[config.mk]
export PLATFORM = sky130hd
export DESIGN_NAME = stbl_ctrl
export DESIGN_NICKNAME = d
export VERILOG_FILES = /design/src/rtl/core/stbl_pkg.sv /design/src/rtl/core/stbl_ctrl.sv
export SDC_FILE = /design/constraint.sdc
export NUM_CORES = 1
export LEC_CHECK = 0
export BUFFER_PORTS_ARGS = -buffer_cell sky130_fd_sc_hd__buf_4
export CORE_ASPECT_RATIO = 1.2
export CORE_MARGIN = 5
export CORE_UTILIZATION = 40
export CTS_BUF_LIST = sky130_fd_sc_hd__clkbuf_4 sky130_fd_sc_hd__clkbuf_8 sky130_fd_sc_hd__clkbuf_16
export DETAILED_ROUTE_END_ITERATION = 12
export SLEW_MARGIN = 20
export SYNTH_ARGS = -nofsm -noshare
export SYNTH_HDL_FRONTEND = slang
export SYNTH_SLANG_ARGS = --single-unit
[constraint.sdc]
create_clock -name clk -period 2.82 [get_ports clk]
set_clock_uncertainty 0.1 [all_clocks]
set_input_delay 0.564 -clock clk [delete_from_list [all_inputs] [get_ports clk]]
set_output_delay 0.564 -clock clk [all_outputs]
set_load 0.01 [all_outputs]
[src/rtl/core/stbl_pkg.sv]
// Shared constants, codes and controller/datapath interface types for the bracket lookup core.
package stbl_pkg;

  localparam int MAX_LEVELS  = 8;
  localparam int LEVEL_WORDS = 1024;
  localparam int LEAF_WORDS  = 4096;
  localparam int NODE_KEYS   = 8;
  localparam int KEY_WIDTH   = 64;

  localparam int OP_W    = 2;
  localparam int LEVEL_W = 3;
  localparam int WIDX_W  = 12;
  localparam int WORD_W  = 64;
  localparam int QUERY_W = 64;
  localparam int VALUE_W = 64;
  localparam int LC_W    = 4;

  localparam int IN_TDATA_W  = ((LEVEL_W + WIDX_W + WORD_W + QUERY_W + 7) / 8) * 8;
  localparam int OUT_TDATA_W = ((2 * VALUE_W + 7) / 8) * 8;

  localparam int INT_DEPTH = MAX_LEVELS * LEVEL_WORDS;
  localparam int INT_AW    = $clog2(INT_DEPTH);
  localparam int LVL_AW    = $clog2(LEVEL_WORDS);
  localparam int LEAF_AW   = $clog2(LEAF_WORDS);
  localparam int CNT_W     = $clog2(NODE_KEYS + 1);
  localparam int OFF_W     = $clog2(3 * NODE_KEYS + 1);
  localparam int INT_SW    = ((LVL_AW > OFF_W) ? LVL_AW : OFF_W) + 1;
  localparam int LEAF_SW   = ((LEAF_AW > OFF_W) ? LEAF_AW : OFF_W) + 1;

  typedef enum logic [OP_W-1:0] {
    OP_LOOKUP  = 2'd0,
    OP_WR_INT  = 2'd1,
    OP_WR_LEAF = 2'd2
  } op_t;

  typedef enum logic [1:0] {
    RD_INT  = 2'd0,
    RD_LEAF = 2'd1,
    RD_PREV = 2'd2
  } rd_kind_t;

  typedef struct packed {
    logic             start;
    logic             rd;
    rd_kind_t         kind;
    logic             bracket;
    logic [LC_W-1:0]  level;
    logic [OFF_W-1:0] off;
    logic             node_load;
    logic             lo_load;
    logic             hi_load;
    logic             out_load;
  } dp_cmd_t;

  typedef struct packed {
    logic gt;
    logic ge;
    logic out_busy;
  } dp_stat_t;

endpackage

[src/rtl/core/stbl_ctrl.sv]
// Controller: level walk, key scan, leaf scan and bracket read sequencing.
module stbl_ctrl (
  input  logic                          clk,
  input  logic                          rst,
  input  logic                          in_valid,
  output logic                          in_ready,
  input  logic [stbl_pkg::OP_W-1:0]     op,
  input  logic                          cfg_we,
  input  logic [stbl_pkg::LC_W-1:0]     cfg_wdata,
  input  stbl_pkg::dp_stat_t            stat,
  output stbl_pkg::dp_cmd_t             cmd
);
  import stbl_pkg::*;

  typedef enum logic [3:0] {
    S_IDLE,
    S_KEY_RD,
    S_KEY_EV,
    S_CHILD_RD,
    S_CHILD_EV,
    S_LEAF_RD,
    S_LEAF_EV,
    S_LO_RD,
    S_HI_RD,
    S_HI_EV,
    S_DONE
  } state_t;

  state_t           state;
  logic [LC_W-1:0]  level_count;
  logic [LC_W-1:0]  k;
  logic [CNT_W-1:0] cnt;
  logic [LC_W-1:0]  levels;
  logic             accept;

  assign levels   = (32'(level_count) > MAX_LEVELS) ? LC_W'(MAX_LEVELS) : level_count;
  assign in_ready = (state == S_IDLE);
  assign accept   = in_valid && in_ready;

  always_comb begin
    cmd       = '0;
    cmd.start = accept;
    cmd.level = k;
    unique case (state)
      S_KEY_RD: begin
        cmd.rd   = 1'b1;
        cmd.kind = RD_INT;
        cmd.off  = OFF_W'(cnt);
      end
      S_CHILD_RD: begin
        cmd.rd   = 1'b1;
        cmd.kind = RD_INT;
        cmd.off  = OFF_W'(NODE_KEYS) + OFF_W'(cnt);
      end
      S_CHILD_EV: begin
        cmd.node_load = 1'b1;
      end
      S_LEAF_RD: begin
        cmd.rd   = 1'b1;
        cmd.kind = RD_LEAF;
        cmd.off  = OFF_W'(cnt);
      end
      S_LO_RD: begin
        cmd.rd      = 1'b1;
        cmd.bracket = 1'b1;
        if (cnt == '0) begin
          cmd.kind = RD_PREV;
        end else begin
          cmd.kind = RD_LEAF;
          cmd.off  = OFF_W'(NODE_KEYS - 1) + OFF_W'(cnt);
        end
      end
      S_HI_RD: begin
        cmd.lo_load = 1'b1;
        cmd.rd      = 1'b1;
        cmd.bracket = 1'b1;
        cmd.kind    = RD_LEAF;
        if (cnt == CNT_W'(NODE_KEYS)) begin
          cmd.off = OFF_W'(3 * NODE_KEYS);
        end else begin
          cmd.off = OFF_W'(NODE_KEYS) + OFF_W'(cnt);
        end
      end
      S_HI_EV: begin
        cmd.hi_load = 1'b1;
      end
      S_DONE: begin
        cmd.out_load = !stat.out_busy;
      end
      default: begin
      end
    endcase
  end

  always_ff @(posedge clk) begin
    if (rst) begin
      state       <= S_IDLE;
      level_count <= '0;
      k           <= '0;
      cnt         <= '0;
    end else begin
      if (cfg_we) begin
        level_count <= cfg_wdata;
      end
      unique case (state)
        S_IDLE: begin
          if (accept && (op == OP_LOOKUP)) begin
            k     <= '0;
            cnt   <= '0;
            state <= (levels == '0) ? S_LEAF_RD : S_KEY_RD;
          end
        end
        S_KEY_RD: begin
          state <= S_KEY_EV;
        end
        S_KEY_EV: begin
          if (stat.gt) begin
            cnt   <= cnt + CNT_W'(1);
            state <= (cnt == CNT_W'(NODE_KEYS - 1)) ? S_CHILD_RD : S_KEY_RD;
          end else begin
            state <= S_CHILD_RD;
          end
        end
        S_CHILD_RD: begin
          state <= S_CHILD_EV;
        end
        S_CHILD_EV: begin
          cnt <= '0;
          if (k + LC_W'(1) == levels) begin
            state <= S_LEAF_RD;
          end else begin
            k     <= k + LC_W'(1);
            state <= S_KEY_RD;
          end
        end
        S_LEAF_RD: begin
          state <= S_LEAF_EV;
        end
        S_LEAF_EV: begin
          if (stat.ge) begin
            cnt   <= cnt + CNT_W'(1);
            state <= (cnt == CNT_W'(NODE_KEYS - 1)) ? S_LO_RD : S_LEAF_RD;
          end else begin
            state <= S_LO_RD;
          end
        end
        S_LO_RD: begin
          state <= S_HI_RD;
        end
        S_HI_RD: begin
          state <= S_HI_EV;
        end
        S_HI_EV: begin
          state <= S_DONE;
        end
        S_DONE: begin
          if (!stat.out_busy) begin
            state <= S_IDLE;
          end
        end
        default: begin
          state <= S_IDLE;
        end
      endcase
    end
  end

  a_cnt_bound: assert property (@(posedge clk) disable iff (rst)
    cnt <= CNT_W'(NODE_KEYS))
    else $error("key count exceeds node size");

  a_lookup_starts: assert property (@(posedge clk) disable iff (rst)
    accept && (op == OP_LOOKUP) |=> state != S_IDLE)
    else $error("lookup transaction did not start a walk");

  a_level_bound: assert property (@(posedge clk) disable iff (rst)
    cmd.rd && (cmd.kind == RD_INT) |-> (k < levels))
    else $error("internal read beyond walked levels");

  a_out_free: assert property (@(posedge clk) disable iff (rst)
    cmd.out_load |-> !stat.out_busy)
    else $error("result loaded over a pending transaction");

endmodule

==> results of run 1 <==
[metal layers]
| metal | share of wire (%) | up-vias | GRT usage, % | routed length, um |
|---|---|---|---|---|
| met5 | 0 | - | 0 | 0 |
| met1 | 39 | 659 | 17.1 | 1420 |
| met2 | 52 | 48 | 28.0 | 1900 |
| li1 | - | 691 | - | - |
| met3 | 5.6 | 10 | 3.78 | 204 |
| met4 | 3.1 | 0 | 9.24 | 113 |
[placed cells by master (no fill, tap or decap), drive strengths merged, types with 2 or more instances in the layout]
| cell type | count |
|---|---|
| a21o | 2 |
| a21oi | 12 |
| a221oi | 2 |
| a31oi | 3 |
| a41oi | 2 |
| and3 | 2 |
| and3b | 2 |
| and4b | 2 |
| buf | 32 |
| clkbuf | 4 |
| dfxtp | 16 |
| ha | 3 |
| inv | 9 |
| mux2i | 5 |
| nand2 | 19 |
| nand2b | 8 |
| nand3 | 7 |
| nand3b | 3 |
| nor2 | 24 |
| nor2b | 3 |
| nor4 | 4 |
| o21ai | 9 |
| o22ai | 3 |
| o31ai | 2 |
| o32ai | 2 |
| or2 | 2 |
| xnor2 | 2 |
[metrics by stage]
stage | hold slack (ns) | instance area [um2] | setup WS, ns
CTS | 0.454 | 1660 | 0.219
global route | 0.468 | 1660 | 0.0435
global placement | 0.432 | 1610 | 0.565
floorplan | 0.397 | 1380 | 0.799
detailed placement | 0.443 | 1610 | 0.501
finish | 0.448 | 1660 | 0.214
[layout make-up]
type | instances | share of cell area, %
sequential | 16 | 19.3
timing repair buffer | 32 | 14.5
clock buffer | 4 | 3.31
inverter | 9 | 2.03
tap | 37 | 2.79
multi-input combinational | 140 | 58.1
[cells by family after synthesis]
logic type | synth area share (%)
AO/OA/AOI/OAI | 26.1
AND/OR/NAND/NOR | 36.2
adder cells (fa/ha/maj) | 2.72
buffers and inverters | 6.88
multiplexers | 3.62
XOR/XNOR | 1.27
flip-flops | 23.2
[power by group through the flow]
stage | clock network, mW | registers, mW | logic (mW)
floorplan | 0 | 0.290 | 0.442
global placement | 0 | 0.335 | 0.519
detailed placement | 0 | 0.339 | 0.532
CTS | 0.214 | 0.333 | 0.534
global route | 0.228 | 0.343 | 0.589
finish | 0.208 | 0.334 | 0.532
[state kept, by name, summed over array words and instances (netlist names)]
register / cells
level_count: 4
state: 4
k: 4
cnt: 4
[worst min-delay path, stage by stage, from the launching register on]
cell,delay [ns]
sky130_fd_sc_hd__dfxtp_1,0.37
sky130_fd_sc_hd__nand2_1,0.08
sky130_fd_sc_hd__a21oi_1,0.05
[final timing paths]
path	endpoint	startpoint	cells past startpoint	slack, ns
min	cnt[2]$_SDFFE_PP0P_	cnt[2]$_SDFFE_PP0P_	2	0.45
max reg2reg	k[1]$_SDFFE_PP0P_	k[0]$_SDFFE_PP0P_	6	0.65
max	cmd[5]	state[2]$_SDFFE_PP0P_	7	0.21
min reg2reg	cnt[2]$_SDFFE_PP0P_	cnt[2]$_SDFFE_PP0P_	2	0.45
==> metrics.md, run 1 <==
| Metric | Value |
|---|---|
| Number of antenna violations at the first check in global routing | 0 |
| Worst setup path class | register to output pin |
| Share of power burned in the clock network | 19.4% |
| Number of vias in the routed layout | 1408 |
| First-pass GRT wire length | 6070 um |
| Ys async rst share | 0% |
| GRT Total Usage | 15.8% |
| Width of the die | 63.6 um |
| Register cell area after layout | 320 um2 |
| Longest Clk Path Bufs | 2 |
| Max Fanout on Critical Path | 16 |
| # rows | 23 |
| Static Leakage | 0.672 nW |
| Flip-flop and latch count after synthesis | 16 |
| Synth Instances | 177 |
| Area taken by multi-input logic gates | 966 um2 |
| Clock-pin slew reported for the worst setup and hold paths after clock tree synthesis | 0.07 ns |
| Logic pwr share | 49.5% |
| Slowest CP cell | sky130_fd_sc_hd__dfxtp_1 |
| Portion of synthesized cell area occupied by the leading cell type | 23.2% |
| Count of filler cells inserted in the layout | 334 |
| Cell type contributing the most total cell area after synthesis | sky130_fd_sc_hd__dfxtp_1 |
| Total of endpoints with negative setup slack in the final report | 0 |
| Synthesis-to-finish area growth | 20.3% |
| Initial core utilization | 41.4% |
| CP required | 2.16 ns |
| Overflow left after global routing | 0 |
| Number of buffer and inverter instances along the worst setup path | 2 |
| Reg power frac | 31.1% |
| CP cell instances | nor2_1, nand3_1, inv_1, a22o_1, nand2_1, o21ai_0, buf_4 |
| Depth of the CTS H-tree | 1 |
| Count of flip-flops with a built-in enable after synthesis | 0 |
| Final hold violation count | 0 |
| Top post-synthesis cells by area | sky130_fd_sc_hd__dfxtp_1 (23%), sky130_fd_sc_hd__nor2_1 (6.3%), sky130_fd_sc_hd__nand2_1 (5.2%) |
| P_int | 0.619 mW |
| Core Region | 3340 um2 |
| Switching power share of the total | 42.4% |
| Post-synthesis area per instance | 7.80 um2 |
| Largest net degree at the start of global routing | 21 |
| TritonCTS Sinks | 16 |
| Ports | 32 |
| Share of the clock period used by the worst path after layout | 92.4% |
| Pwr Total | 1.07 mW |
| Ys flop type | sky130_fd_sc_hd__dfxtp_1 |
| Type of destination of the critical path | output pin |
| YS warnings | 0 |
| Die H | 74.4 um |
| Setup repair after global routing missed its margin | false |
| Post-layout net count | 218 |
| Post-synth net total | 193 |
| Number of global-route vias before repair | 1344 |
| # hold bufs at CTS | 0 |
| Total Negative Setup Slacks | 0 ns |
| Post-Layout Cell Count | 238 |
| Min Clock Period, post-route | 2.61 ns |
| Root buffer cell | sky130_fd_sc_hd__clkbuf_8 |
| Total power density per cell area | 647 nW/um2 |
| Total Wirelength | 3640 um |
| Iteration-0 DRC Markers | 79 |
| CP max stage delay | 0.70 ns |
| Rel. slew slack | 60.0% |
| GPL Wtd Cong | 0.864 |
| Share of final-layout standard cells stronger than drive strength 1 | 26.4% |
| Count of distinct cell types in the synthesized netlist | 57 |
| DRT antenna net count | 0 |
| Antenna cells | 0 |
| CTS Buf Count | 3 |
| Arrival time of data at the critical path endpoint | 1.94 ns |
| Floorplan die area | 4730 um2 |
| Slew at the pin closest to its max-slew limit | 0.598 ns |
| Wirelength per Cell | 15.3 um |
| Max Clk Rate | 384 MHz |
| Cells after DPL | 234 |
| DP HPWL | 2800 um |
| Commonest cells in the netlist | sky130_fd_sc_hd__nor2_1 (23), sky130_fd_sc_hd__nand2_1 (19), sky130_fd_sc_hd__dfxtp_1 (16), sky130_fd_sc_hd__a21oi_1 (10), sky130_fd_sc_hd__inv_1 (9) |
| Max IR drop VDD | 0.437 mV |
| Most frequently used cell type in the post-synthesis netlist | sky130_fd_sc_hd__nor2_1 |
| TritonCTS clock tree | built |
| Drc violations | 0 |
| Sequential share of the synthesized area | 23.2% |
| Netlist area before placement | 1380 um2 |
| Number of port buffers | 31 |
| MaxCap Viol Count | 0 |
| Kind of path behind the tightest hold check | register to register |
| Startpoint type of the worst setup path | register |
| Post-CTS sizing | 0 |
| Kind of cell adding the most delay to the critical path | flip-flops |
| Post CTS Setup Buffer Count | 0 |
| Via-to-Cell Ratio | 5.92 |
| Max-slew violation total from the final report | 0 |
| Reported net switching power | 0.455 mW |
| Final core utilization | 49.8% |
| Outcome | finished clean |
| Iteration count of the initial detailed-routing pass | 4 |
| Clock latency on the worst-skew pair | 0.25 ns |
Power figures use the tool's default switching activity.
==> run 2, diff against run 1 <==
ABC_AREA = 1   (was default)
GPL_TIMING_DRIVEN = 0   (was default)
==> metrics.md, run 2 <==
| Metric | Value |
|---|---|
| Final hold violation count | 0 (unchanged) |
| Post-layout net count | 246 (+13%) |
| CP cell instances | inv_1, ha_1, nand2_1, nor2_1, nor2_1, inv_1, a21oi_1, o21ai_0, o2111ai_1, buf_4 |
| Setup repair after global routing missed its margin | false |
| Iteration count of the initial detailed-routing pass | 4 (unchanged) |
| Ys flop type | sky130_fd_sc_hd__dfxtp_1 |
| Post CTS Setup Buffer Count | 0 (unchanged) |
| Number of vias in the routed layout | 1328 (-5.7%) |
| Post-synthesis area per instance | 5.95 um2 (-24%) |
| # hold bufs at CTS | 0 (unchanged) |
| Final core utilization | 52.6% (+2.8 points) |
| Min Clock Period, post-route | 2.61 ns (+0.00699 ns) |
| Logic pwr share | 48.1% (-1.4 points) |
| Top post-synthesis cells by area | sky130_fd_sc_hd__dfxtp_1 (28%), sky130_fd_sc_hd__nor2_1 (13%), sky130_fd_sc_hd__nand2_1 (12%) |
| P_int | 0.512 mW (-17%) |
| Commonest non-fill, non-tap cell in the layout | sky130_fd_sc_hd__nor2_1 |
| Sequential share of the synthesized area | 27.8% (+4.6 points) |
| Kind of path behind the tightest hold check | primary input to register |
| Die H | 68.8 um (-7.5%) |
| Overflow left after global routing | 0 (unchanged) |
| Max-slew violation total from the final report | 0 (unchanged) |
| Most frequently used cell type in the post-synthesis netlist | sky130_fd_sc_hd__nor2_1 |
| Ys async rst share | 0% (unchanged) |
| Post-CTS sizing | 0 (unchanged) |
| Share of final-layout standard cells stronger than drive strength 1 | 22.7% (-3.7 points) |
| DRT antenna net count | 0 (unchanged) |
| Slowest CP cell | sky130_fd_sc_hd__dfxtp_1 |
| Synthesis-to-finish area growth | 27.0% |
| Pwr Total | 0.892 mW (-17%) |
| Portion of synthesized cell area occupied by the leading cell type | 27.8% (+4.6 points) |
| Post-synth net total | 210 (+8.8%) |
| Antenna cells | 0 (unchanged) |
| Type of destination of the critical path | output pin |
| Wirelength per Cell | 11.5 um (-25%) |
| Static Leakage | 0.717 nW (+6.8%) |
| Drc violations | 0 (unchanged) |
| Worst setup path class | register to output pin |
| Longest Clk Path Bufs | 2 (unchanged) |
| CTS Buf Count | 3 (unchanged) |
| Reported net switching power | 0.380 mW (-17%) |
| YS warnings | 0 (unchanged) |
| Cell type contributing the most total cell area after synthesis | sky130_fd_sc_hd__dfxtp_1 |
| Share of the clock period used by the worst path after layout | 92.7% (+0.25 points) |
| Largest net degree at the start of global routing | 10 (-52%) |
| Kind of cell adding the most delay to the critical path | flip-flops |
| DP HPWL | 2450 um (-12%) |
| Max Clk Rate | 383 MHz (-0.27%) |
| Number of buffer and inverter instances along the worst setup path | 3 (+1) |
| Number of global-route vias before repair | 1233 (-8.3%) |
| Total Wirelength | 3030 um (-17%) |
| Clock latency on the worst-skew pair | 0.29 ns (+0.04 ns) |
| Ports | 32 (unchanged) |
| Total power density per cell area | 609 nW/um2 (-5.8%) |
| TritonCTS clock tree | built |
| Count of flip-flops with a built-in enable after synthesis | 0 (unchanged) |
| Number of port buffers | 31 (unchanged) |
| Floorplan die area | 4060 um2 (-14%) |
| # rows | 21 (-8.7%) |
| Width of the die | 59.0 um (-7.3%) |
| Max IR drop VDD | 0.390 mV (-11%) |
| Netlist area before placement | 1150 um2 (-16%) |
| Root buffer cell | sky130_fd_sc_hd__clkbuf_4 |
| GPL Wtd Cong | 0.842 (-2.6%) |
| Highest-count cells in the layout ignoring fill and taps | sky130_fd_sc_hd__nor2_1 (40), sky130_fd_sc_hd__nand2_1 (38), sky130_fd_sc_hd__buf_4 (33) |
| Reg power frac | 34.8% (+3.7 points) |
| Clock-pin slew reported for the worst setup and hold paths after clock tree synthesis | 0.10 ns (+0.03 ns) |
| GRT Total Usage | 15.4% (-0.36 points) |
| Flip-flop and latch count after synthesis | 16 (unchanged) |
| Commonest cells in the netlist | sky130_fd_sc_hd__nor2_1 (40), sky130_fd_sc_hd__nand2_1 (38), sky130_fd_sc_hd__inv_1 (26), sky130_fd_sc_hd__dfxtp_1 (16), sky130_fd_sc_hd__o21ai_0 (14) |
| Share of power burned in the clock network | 17.2% (-2.2 points) |
| Number of antenna violations at the first check in global routing | 0 (unchanged) |
| Iteration-0 DRC Markers | 51 (-35%) |
| CP required | 2.16 ns (about the same) |
| MaxCap Viol Count | 0 (unchanged) |
| Synth Instances | 194 (+9.6%) |
| CP max stage delay | 0.43 ns (-0.27 ns) |
| Rel. slew slack | 78.5% (+18 points) |
| Total of endpoints with negative setup slack in the final report | 0 (unchanged) |
| Depth of the CTS H-tree | 1 (unchanged) |
| Initial core utilization | 41.4% (about the same) |
| Final setup margin | 0.207 ns (-0.00699 ns) |
| Arrival time of data at the critical path endpoint | 1.95 ns (about the same) |
| Max Fanout on Critical Path | 6 (-10) |
| Count of distinct cell types in the synthesized netlist | 26 (-54%) |
| Total Negative Setup Slacks | 0 ns (unchanged) |
| Core Region | 2790 um2 (-17%) |
| Slew at the pin closest to its max-slew limit | 0.322 ns (-0.276 ns) |
| Count of filler cells inserted in the layout | 307 (-8.1%) |
| Pre-CTS worst setup slack | 0.501 ns (-0.000490 ns) |
| Switching power share of the total | 42.6% (+0.20 points) |
| Outcome | finished clean |
| Startpoint type of the worst setup path | register |
| First-pass GRT wire length | 4910 um (-19%) |
| TritonCTS Sinks | 16 (unchanged) |
| Via-to-Cell Ratio | 5.05 (-15%) |
## run 2: worst reg2reg max path, cell delays in order (launching register included)
cell and delay (ns):
sky130_fd_sc_hd__dfxtp_1 0.49, sky130_fd_sc_hd__ha_1 0.22, sky130_fd_sc_hd__inv_1 0.04, sky130_fd_sc_hd__nand2_1 0.08
sky130_fd_sc_hd__nand2_1 0.06, sky130_fd_sc_hd__nand2_1 0.06, sky130_fd_sc_hd__nand2_1 0.05, sky130_fd_sc_hd__nor2_1 0.09
sky130_fd_sc_hd__nand2_1 0.07, sky130_fd_sc_hd__nand2_1 0.06, sky130_fd_sc_hd__nand2_1 0.08, sky130_fd_sc_hd__nand2_2 0.12
sky130_fd_sc_hd__nand2_1 0.08, sky130_fd_sc_hd__nand2_1 0.07, sky130_fd_sc_hd__nor2_1 0.04
## run 2: worst paths after layout
kind                                                   from                          end  slack, ns  depth (start not counted)
worst min-delay path                                    rst        state[2]$_SDFFE_PP0P_       0.38                          2
worst min register to register  level_count[2]$_SDFFE_PP0P_  level_count[2]$_SDFFE_PP0P_       0.41                          2
worst max register to register            k[0]$_SDFFE_PP0P_            k[1]$_SDFFE_PP0P_       1.01                         14
worst max-delay path                    cnt[0]$_SDFFE_PP0P_                       cmd[7]       0.21                         10
## run 2: power groups by stage
stage	clock network [mW]	logic [mW]	registers, mW
floorplan	0	0.291	0.312
global placement	0	0.420	0.313
detailed placement	0	0.431	0.315
CTS	0.163	0.433	0.310
global route	0.172	0.495	0.316
finish	0.153	0.429	0.310
## run 2: cell families (layout without fill, tap and decap cells)
family / after synthesis / in the layout / share of synthesized area, %
buffers and inverters: 33 / 68 / 11.4
adder cells (fa/ha/maj): 3 / 3 / 3.25
XOR/XNOR: 2 / 2 / 1.52
flip-flops: 16 / 16 / 27.8
AO/OA/AOI/OAI: 31 / 31 / 14.9
AND/OR/NAND/NOR: 109 / 109 / 41.2
## run 2: routing by layer
layer	vias up	part of all wire (%)	GRT usage, %
met5	-	0	0
met2	27	50	27.2
met1	604	44	18.5
met3	6	4.5	1.86
li1	691	-	-
met4	0	1.6	7.08
## run 2: per-stage QoR
stage | hold slack [ns] | instances | cell area (um2)
after floorplan | 0.368 | 194 | 1150
after global placement | 0.398 | 259 | 1430
after detailed placement | 0.399 | 259 | 1430
after CTS | 0.365 | 263 | 1470
after global routing | 0.371 | 263 | 1470
final | 0.382 | 263 | 1470
## run 2: cell type report
cell class / instances / area [um2] / share of cell area (%)
flip-flops and latches: 16 / 320 / 21.9
plain buffers: 3 / 18.8 / 1.28
inverters: 30 / 113 / 7.69
well taps: 34 / 42.5 / 2.90
clock buffers: 4 / 36.3 / 2.48
repair buffers: 31 / 233 / 15.9
multi-input cells: 145 / 702 / 47.9
==> run 3, diff against run 2 <==
GPL_TIMING_DRIVEN = default   (was 0)
HOLD_SLACK_MARGIN = 0.15   (was default)
RECOVER_POWER = 25   (was default)
==> metrics.md, run 3 (synthesis gave the netlist of run 2 again) <==
| Metric | Value |
|---|---|
| Max IR drop VDD | 0.309 mV (-21%) |
| Wirelength per Cell | 11.6 um (+0.29%) |
| Ports | 32 (unchanged) |
| Overflow left after global routing | 0 (unchanged) |
| Post CTS Setup Buffer Count | 0 (unchanged) |
| Via-to-Cell Ratio | 4.97 (-1.6%) |
| Die H | 68.8 um (unchanged) |
| Rel. slew slack | 79.4% (+0.99 points) |
| Number of global-route vias before repair | 1230 (-0.24%) |
| Post-CTS sizing | 0 (unchanged) |
| CP required | 2.16 ns (about the same) |
| First-pass GRT wire length | 4980 um (+1.4%) |
| CP cell instances | inv_1, ha_1, nand2_1, nor2_1, nor2_1, inv_1, a21oi_1, o21ai_0, o2111ai_1, buf_4 |
| Synthesis-to-finish area growth | 24.2% |
| Share of final-layout standard cells stronger than drive strength 1 | 20.4% (-2.4 points) |
| Slowest CP cell | sky130_fd_sc_hd__dfxtp_1 |
| Largest net degree at the start of global routing | 10 (unchanged) |
| Total Negative Setup Slacks | 0 ns (unchanged) |
| Clock latency on the worst-skew pair | 0.29 ns (about the same) |
| Total Wirelength | 3000 um (-0.86%) |
| Worst setup path class | register to output pin |
| Outcome | finished clean |
| MaxCap Viol Count | 0 (unchanged) |
| Longest Clk Path Bufs | 2 (unchanged) |
| Slew at the pin closest to its max-slew limit | 0.308 ns (-0.0140 ns) |
| Static Leakage | 0.694 nW (-3.2%) |
| Max Clk Rate | 387 MHz (+1.0%) |
| Startpoint type of the worst setup path | register |
| Commonest non-fill, non-tap cell in the layout | sky130_fd_sc_hd__nor2_1 |
| Tightest hold margin | 0.392 ns (+0.0101 ns) |
| Total of endpoints with negative setup slack in the final report | 0 (unchanged) |
| TritonCTS clock tree | built |
| Core Region | 2790 um2 (unchanged) |
| Number of buffer and inverter instances along the worst setup path | 3 (unchanged) |
| Clock-pin slew reported for the worst setup and hold paths after clock tree synthesis | 0.09 ns (about the same) |
| Arrival time of data at the critical path endpoint | 1.92 ns (-0.03 ns) |
| Min Clock Period, post-route | 2.59 ns (-0.0267 ns) |
| Kind of path behind the tightest hold check | primary input to register |
| Max Fanout on Critical Path | 6 (unchanged) |
| DRT antenna net count | 0 (unchanged) |
| CP max stage delay | 0.42 ns (about the same) |
| Drc violations | 0 (unchanged) |
| Final core utilization | 51.4% (-1.2 points) |
| # hold bufs at CTS | 0 (unchanged) |
| Share of the clock period used by the worst path after layout | 91.7% (-0.95 points) |
| DP HPWL | 2410 um (-2.0%) |
| Max-slew violation total from the final report | 0 (unchanged) |
| Number of antenna violations at the first check in global routing | 0 (unchanged) |
| Post-layout net count | 243 (-1.2%) |
| GPL Wtd Cong | 0.851 (+1.1%) |
| CTS Buf Count | 3 (unchanged) |
| Setup repair after global routing missed its margin | false |
| GRT Total Usage | 15.5% (+0.12 points) |
| TritonCTS Sinks | 16 (unchanged) |
| Initial core utilization | 41.4% (unchanged) |
| Pwr Total | 0.870 mW (-2.5%) |
| Final hold violation count | 0 (unchanged) |
| Highest-count cells in the layout ignoring fill and taps | sky130_fd_sc_hd__nor2_1 (40), sky130_fd_sc_hd__nand2_1 (39), sky130_fd_sc_hd__buf_4 (28) |
| Root buffer cell | sky130_fd_sc_hd__clkbuf_4 |
| Iteration count of the initial detailed-routing pass | 4 (unchanged) |
| Width of the die | 59.0 um (unchanged) |
| # rows | 21 (unchanged) |
| Floorplan die area | 4060 um2 (unchanged) |
| Number of port buffers | 31 (unchanged) |
| Antenna cells | 0 (unchanged) |
| Number of vias in the routed layout | 1292 (-2.7%) |
| Kind of cell adding the most delay to the critical path | flip-flops |
| Iteration-0 DRC Markers | 24 (-53%) |
| Depth of the CTS H-tree | 1 (unchanged) |
| Total power density per cell area | 607 nW/um2 (-0.30%) |
| Type of destination of the critical path | output pin |
## run 3: changes by cell type in the layout (fill, tap and decap cells not counted)
cell,previous run,this run
sky130_fd_sc_hd__clkbuf_1,1,3
sky130_fd_sc_hd__nand2_2,5,4
sky130_fd_sc_hd__nand2_1,38,39
sky130_fd_sc_hd__buf_4,33,28
## run 3: final timing paths
path	start	endpoint	slack (ns)	depth (start not counted)
setup reg to reg	k[0]$_SDFFE_PP0P_	k[3]$_SDFFE_PP0P_	1.05	14
setup / recovery	cnt[0]$_SDFFE_PP0P_	cmd[7]	0.23	10
hold / removal	cfg_wdata[0]	level_count[0]$_SDFFE_PP0P_	0.39	3
hold reg to reg	level_count[2]$_SDFFE_PP0P_	level_count[2]$_SDFFE_PP0P_	0.42	2
## run 3: worst min-delay path, stage by stage
cell and delay (ns):
sky130_fd_sc_hd__buf_4 0.08, sky130_fd_sc_hd__nor2_1 0.03, sky130_fd_sc_hd__nor2_1 0.08
## run 3: metal layers
| metal | track usage, % | share of wire [%] |
|---|---|---|
| met5 | 0 | 0 |
| met4 | 7.93 | 1.3 |
| met3 | 1.49 | 4.6 |
| met2 | 26.1 | 47 |
| met1 | 19.6 | 47 |
## run 3: stage by stage
stage          setup WS, ns  cell area, um2  std cells
2_1_floorplan         0.750            1150        194
4_1_cts               0.246            1450        260
3_3_place_gp          0.633            1410        256
6_report              0.234            1430        260
5_1_grt              0.0244            1430        260
3_5_place_dp          0.579            1410        256
## run 3: power breakdown
group	internal [mW]	switching, mW
Combinational	0.153	0.243
Sequential	0.264	0.0523
Clock	0.0787	0.0788
## run 3: cell type report
cell class	count	area [um2]
clock buffer	4	36.3
fill	307	1350
multi-input combinational	145	699
timing repair buffer	31	221
tap	34	42.5
sequential	16	320
inverter	30	113
